`src/hw/rtl/assert_macros.svh`:
```
// Assertion macros shared by the divider RTL.
// Depends on nothing; every user must have clk and rst_n in scope.
`ifndef ASSERT_MACROS_SVH
`define ASSERT_MACROS_SVH

// The consequent must hold in the same cycle as the antecedent.
`define ASSERT_SAME(label, ante, cons, msg) \
    label: assert property (@(posedge clk) disable iff (!rst_n) (ante) |-> (cons)) \
        else $error(msg);

// The consequent must hold in the cycle after the antecedent.
`define ASSERT_NEXT(label, ante, cons, msg) \
    label: assert property (@(posedge clk) disable iff (!rst_n) (ante) |=> (cons)) \
        else $error(msg);

`endif

```
`src/hw/rtl/urdiv_pkg.sv`:
```
// Shared widths and stage types for the unsigned restoring divider.
// Depends on nothing.
package urdiv_pkg;

    // Width of the dividend, divisor and quotient ports.
    localparam int DATA_W = 64;
    // Datapath width; operands are cut to this many low bits (8 to 64).
    localparam int WIDTH = 64;

    typedef logic [WIDTH-1:0] word_t;

    // One division in flight: partial remainder, dividend bits still to be
    // consumed on top with quotient bits entering at the bottom, and divisor.
    typedef struct packed {
        word_t rem;
        word_t nq;
        word_t den;
    } stage_t;

endpackage

```
`src/hw/rtl/urdiv_cell.sv`:
```
// One cell of the divider chain: a trial subtraction and a stage register.
// Depends on urdiv_pkg and assert_macros.svh.
`include "assert_macros.svh"

module urdiv_cell (
    input  logic              clk,
    input  logic              rst_n,
    input  logic              up_valid,
    input  urdiv_pkg::stage_t up_data,
    output logic              up_ready,
    output logic              dn_valid,
    output urdiv_pkg::stage_t dn_data,
    input  logic              dn_ready
);

    logic              valid_reg;
    logic              valid_next;
    urdiv_pkg::stage_t data_reg;
    urdiv_pkg::stage_t data_next;

    logic [urdiv_pkg::WIDTH:0]   shifted;
    logic [urdiv_pkg::WIDTH+1:0] diff;
    logic                        take;

    // Shift the next dividend bit into the remainder and try the subtraction.
    always_comb
    begin
        shifted = {up_data.rem, up_data.nq[urdiv_pkg::WIDTH-1]};
        diff    = {1'b0, shifted} - {2'b00, up_data.den};
        take    = ~diff[urdiv_pkg::WIDTH+1];

        data_next.rem = take ? diff[urdiv_pkg::WIDTH-1:0] : shifted[urdiv_pkg::WIDTH-1:0];
        data_next.nq  = {up_data.nq[urdiv_pkg::WIDTH-2:0], take};
        data_next.den = up_data.den;
    end

    // The stage can take a new request when it is empty or its content moves on.
    assign up_ready   = ~valid_reg | dn_ready;
    assign valid_next = up_ready ? up_valid : valid_reg;

    always_ff @(posedge clk or negedge rst_n)
    begin
        if (!rst_n)
        begin
            valid_reg <= 1'b0;
        end
        else
        begin
            valid_reg <= valid_next;
        end
    end

    always_ff @(posedge clk)
    begin
        if (up_valid && up_ready)
        begin
            data_reg <= data_next;
        end
    end

    assign dn_valid = valid_reg;
    assign dn_data  = data_reg;

    `ASSERT_NEXT(a_hold_when_blocked, valid_reg && !dn_ready,
        valid_reg && $stable(data_reg), "urdiv_cell: blocked stage lost its request")
    `ASSERT_NEXT(a_fill_on_take, up_valid && up_ready, valid_reg,
        "urdiv_cell: accepted request did not land in the stage")
    `ASSERT_SAME(a_ready_when_empty, !valid_reg, up_ready,
        "urdiv_cell: empty stage refused a request")

endmodule

```
`config.mk`:
```
export PLATFORM = sky130hd
export DESIGN_NAME = urdiv_cell
export DESIGN_NICKNAME = d
export VERILOG_FILES = /design/src/hw/rtl/urdiv_pkg.sv /design/src/hw/rtl/urdiv_cell.sv
export VERILOG_INCLUDE_DIRS = /design/src /design/src/hw/rtl
export SDC_FILE = /design/constraint.sdc
export NUM_CORES = 1
export LEC_CHECK = 0
export BUFFER_PORTS_ARGS = -buffer_cell sky130_fd_sc_hd__clkbuf_2
export CORE_MARGIN = 10
export CORE_UTILIZATION = 45
export DETAILED_ROUTE_END_ITERATION = 12
export GPL_ROUTABILITY_DRIVEN = 1
export PLACE_DENSITY = 0.72
export SYNTH_ARGS = -nofsm -noshare
export SYNTH_HDL_FRONTEND = slang
export SYNTH_SLANG_ARGS = --single-unit
```
`constraint.sdc`:
```
create_clock -name clk -period 8.76 [get_ports clk]
set_input_delay 1.752 -clock clk [delete_from_list [all_inputs] [get_ports clk]]
set_output_delay 1.752 -clock clk [all_outputs]
set_load 0.02 [all_outputs]
```
==> out/summary.md <==
Including well taps, the total number of placed cells is 1590. For the initial core utilization, the log shows 45.8%. Number of max-cap violations: 0. Across all setup checks in the final design, the least slack found is 3.78 ns. For this design the ratio of total power to cell area is 190 nW/µm².

The worst register-to-register path begins at dn_valid. The area fraction in and, or, nand and nor cells after synthesis works out to 9.69%. The area share of the leading cell type in the synthesized netlist was 55.4%.

The clock network is responsible for 31.1% of the overall power. Routability-driven placement finished with a final weighted congestion of 0.889. Minimum clock period: 4.98 ns. The H-tree generated during clock tree synthesis spans 4 levels. Internal power: 1.72 mW. TritonCTS built the clock tree.

In this run the clock root is driven by a sky130_fd_sc_hd__clkbuf_16. Setup violations remaining at the end of the flow were counted as 0. The fraction of layout instances using a drive strength above 1 is 33.5%. The logs give 31300 µm for the final wirelength and 939 for the post-synthesis cell count. The clock latency on the worst-skew pair is 0.44 ns. The floorplan die area was 29600 µm².

Once the clock tree was built, the setup fixing pass inserted 0 buffers. The tools report the vias after detailed routing as 8584. The mux contribution to synthesized area works out to 1.49%. The run gives 25700 µm as the HPWL after detailed placement. Data on the critical path is required at its endpoint by 8.93 ns. The final layout contains 1585 nets. For the number of sinks driven by the clock tree, the log shows 193. For this run, asynchronously set or reset flops after synthesis account for 0.518%.

The transition time at the pin with the least slew margin is 0.852 ns. Most used flip-flop cell after synthesis: sky130_fd_sc_hd__edfxtp_1. Global routing consumed, over all layers together, 20.4% of the routing resources. Counting along the longest clock path gives a buffer depth of 2. On the final layout, the worst clock skew is 0.0178 ns. The logs give 0 ns for the final-layout setup total negative slack and 8521 for the via count of the first global-routing pass. For this run the aggregate overflow at the end of global routing stands at 0. After synthesis, the largest family of logic cells by area is compound AO/OA/AOI/OAI gates. The tightest min-delay check is of the flop to flop type. The analysis attributes to cell leakage a power of 6.00 nW. Summing the sequential cell areas from Yosys gives 55.6% of the chip area. Of the total power, the share spent switching nets is 31.5%.

The max-slew violation total from the final report is 0, and the number of routed nets with antenna violations is 0. During placement, the flow inserted port buffers numbering 389. The first detailed-routing pass ran for 5 iterations. The worst hold path startpoint was dn_valid.

For the filler cell count in the final layout, the log shows 1984. Entering global routing, the biggest net connects 72 pins. The run gives 532 as the count of routing violations after the opening detailed-route iteration. The number of flip-flops and latches in the synthesized netlist was 193; the floorplan core area was 22700 µm². The share of total power dissipated in combinational logic is 24.0%.

The initialized floorplan defines 55 standard-cell rows. The compound-gate portion of the synthesized area is 16.1%. Setup repair after global routing left no endpoint under its margin. For the count of unique library cells instantiated by Yosys, the log shows 61. The number of buffers created by CTS was 17. From bottom edge to top edge, the die measures 172 µm. The share of the cycle needed by the critical path after routing works out to 56.9%. The kind of end point of the critical path was a flop. When the netlist entered floorplanning its net count stood at 1200.

The relative contribution of sequential cells to total power was 44.9%. The biggest area contributor in the post-synthesis netlist is sky130_fd_sc_hd__edfxtp_1. The per-cell via count in the routed design is 5.28. The flow ran to the end, and the final reports show no timing, DRC or antenna violations.

The initial antenna violation count was 4; the Yosys warning count was 0. The maximum clock frequency was 201 MHz; the pre-CTS setup slack was 3.36 ns. Sorting the synthesized cells by how often they occur yields sky130_fd_sc_hd__edfxtp_1, sky130_fd_sc_hd__a21oi_1, sky130_fd_sc_hd__nor2_1.

The floorplan step set the die width to 172 µm. By instance count, the leading cell after synthesis is sky130_fd_sc_hd__edfxtp_1. Tracing the worst setup path back leads to its startpoint at up_data[4].

At the worst endpoint, the arrival time is 5.16 ns. The run gives 390 as the I/O pin count. The first global-routing pass estimated 46600 µm of wire. STA classifies the critical path startpoint as a primary input. Leaving out filler cells and counting taps, the final layout contains 1625. After clock tree synthesis, the clock-pin slew on the worst setup and hold paths is 0.08 ns. Summing the areas of all fa, ha and maj instances in the mapped netlist gives 7.89% of the synthesized area. After clock tree synthesis, the repair step resized 0 gates. For this design, the CTS-stage hold fixing added 0 buffers. The synthesized netlist occupies a cell area of 10400 µm². The xor-xnor portion of the synthesized cell area is 4.80%, and the number of failing hold endpoints at the final stage is 0. The average instance in the mapped netlist occupies 11.1 µm². After synthesis, the cell types taking the most area are sky130_fd_sc_hd__edfxtp_1, sky130_fd_sc_hd__ha_1, sky130_fd_sc_hd__a21oi_1. Once layout is complete, the utilization of the core stands at 58.1%. The biggest fanout along the worst timing path is 71, and the net switching power of the design is 791 µW. After detailed routing, the number of remaining DRC violations is 0. In this run, synthesis inferred 192 flip-flops with an integrated enable.

The worst relative slew slack was 43.2%. Area added between synthesis and finish: 26.8%. The classification of the worst setup path was primary input to flop. The wire length per cell after detailed routing was 19.3 µm.

The peak supply drop was 0.106 mV.
## worst max-delay path, cell delays in order
cell	delay [ns]
sky130_fd_sc_hd__clkbuf_2	0.09
sky130_fd_sc_hd__inv_1	0.04
sky130_fd_sc_hd__ha_1	0.38
sky130_fd_sc_hd__o211ai_1	0.12
sky130_fd_sc_hd__a21o_1	0.20
sky130_fd_sc_hd__a21oi_1	0.21
sky130_fd_sc_hd__a221o_2	0.24
sky130_fd_sc_hd__a31oi_2	0.20
sky130_fd_sc_hd__o41ai_4	0.51
sky130_fd_sc_hd__a211oi_2	0.18
sky130_fd_sc_hd__o31ai_4	0.21
sky130_fd_sc_hd__buf_4	0.58
sky130_fd_sc_hd__mux2_1	0.39
## cells in the final DEF, fill, tap and decap left out, types with 4 or more instances in the layout
master                        n
sky130_fd_sc_hd__clkbuf_2   389
sky130_fd_sc_hd__edfxtp_1   192
sky130_fd_sc_hd__a21oi_1    133
sky130_fd_sc_hd__nor2_1      96
sky130_fd_sc_hd__inv_1       86
sky130_fd_sc_hd__nand2_1     71
sky130_fd_sc_hd__ha_1        64
sky130_fd_sc_hd__xnor2_1     31
sky130_fd_sc_hd__o21ai_0     28
sky130_fd_sc_hd__a21o_1      26
sky130_fd_sc_hd__xor2_1      26
sky130_fd_sc_hd__clkbuf_16   17
sky130_fd_sc_hd__o21bai_1    13
sky130_fd_sc_hd__nand4_1     12
sky130_fd_sc_hd__nand3_1     12
sky130_fd_sc_hd__a31oi_1     10
sky130_fd_sc_hd__mux2_2       9
sky130_fd_sc_hd__a211oi_1     8
sky130_fd_sc_hd__o21a_1       7
sky130_fd_sc_hd__and3_1       6
sky130_fd_sc_hd__o211ai_1     6
sky130_fd_sc_hd__nor2b_1      5
sky130_fd_sc_hd__inv_8        5
sky130_fd_sc_hd__diode_2      4
sky130_fd_sc_hd__nand2b_1     4
sky130_fd_sc_hd__o221ai_1     4
sky130_fd_sc_hd__nor3_1       4
sky130_fd_sc_hd__or3_1        4
sky130_fd_sc_hd__a31o_2       4
sky130_fd_sc_hd__clkinv_4     4
sky130_fd_sc_hd__buf_4        4
## kinds of logic after synthesis
logic type / after synthesis
AO/OA/AOI/OAI: 268
AND/OR/NAND/NOR: 229
flip-flops: 193
buffers and inverters: 113
adder cells (fa/ha/maj): 65
XOR/XNOR: 57
multiplexers: 14
## final timing paths
path | slack, ns | cells past startpoint | to
setup / recovery | 3.78 | 13 | dn_data[151]
hold / removal | 0.57 | 2 | dn_valid
setup reg to reg | 6.32 | 3 | dn_data[45]
hold reg to reg | 0.57 | 2 | dn_valid
max in group asynchronous | 7.61 | 1 | dn_valid
min in group asynchronous | 1.07 | 1 | dn_valid
## sequential cells by signal, indices dropped and copies added, names as in the netlist
name and cells:
dn_valid 1, dn_data 192
## per-layer routing
layer  GRT usage [%]  vias up  wire (µm)
li1                -     4215          -
met1            22.5     4007      11800
met2            36.0      336      15900
met3            7.09       26       3110
met4            6.11        0        571
met5               0        -          0
## stage by stage
stage	area [µm²]	power, mW	hold WS (ns)
global route	13200	2.63	0.606
floorplan	10400	1.56	0.783
CTS	13200	2.53	0.570
detailed placement	12600	1.75	0.544
finish	13200	2.51	0.569
global placement	12600	1.74	0.536
## layout make-up
| class | instances | area, µm² | share of cell area (%) |
|---|---|---|---|
| tap | 285 | 357 | 2.70 |
| timing repair buffer | 393 | 1980 | 15.0 |
| clock inverter | 14 | 158 | 1.19 |
| clock buffer | 17 | 425 | 3.22 |
| sequential | 193 | 5790 | 43.9 |
| multi-input combinational | 633 | 4160 | 31.5 |
| inverter | 86 | 323 | 2.45 |
| antenna | 4 | 10.0 | 0.0758 |
## power by group through the flow
| stage | Clock, mW | Sequential (mW) | Combinational (mW) |
|---|---|---|---|
| floorplan | 0 | 1.24 | 0.317 |
| global route | 0.834 | 1.13 | 0.666 |
| detailed placement | 0 | 1.15 | 0.602 |
| CTS | 0.797 | 1.13 | 0.605 |
| finish | 0.779 | 1.13 | 0.603 |
| global placement | 0 | 1.15 | 0.596 |
Power figures use the tool's default switching activity.
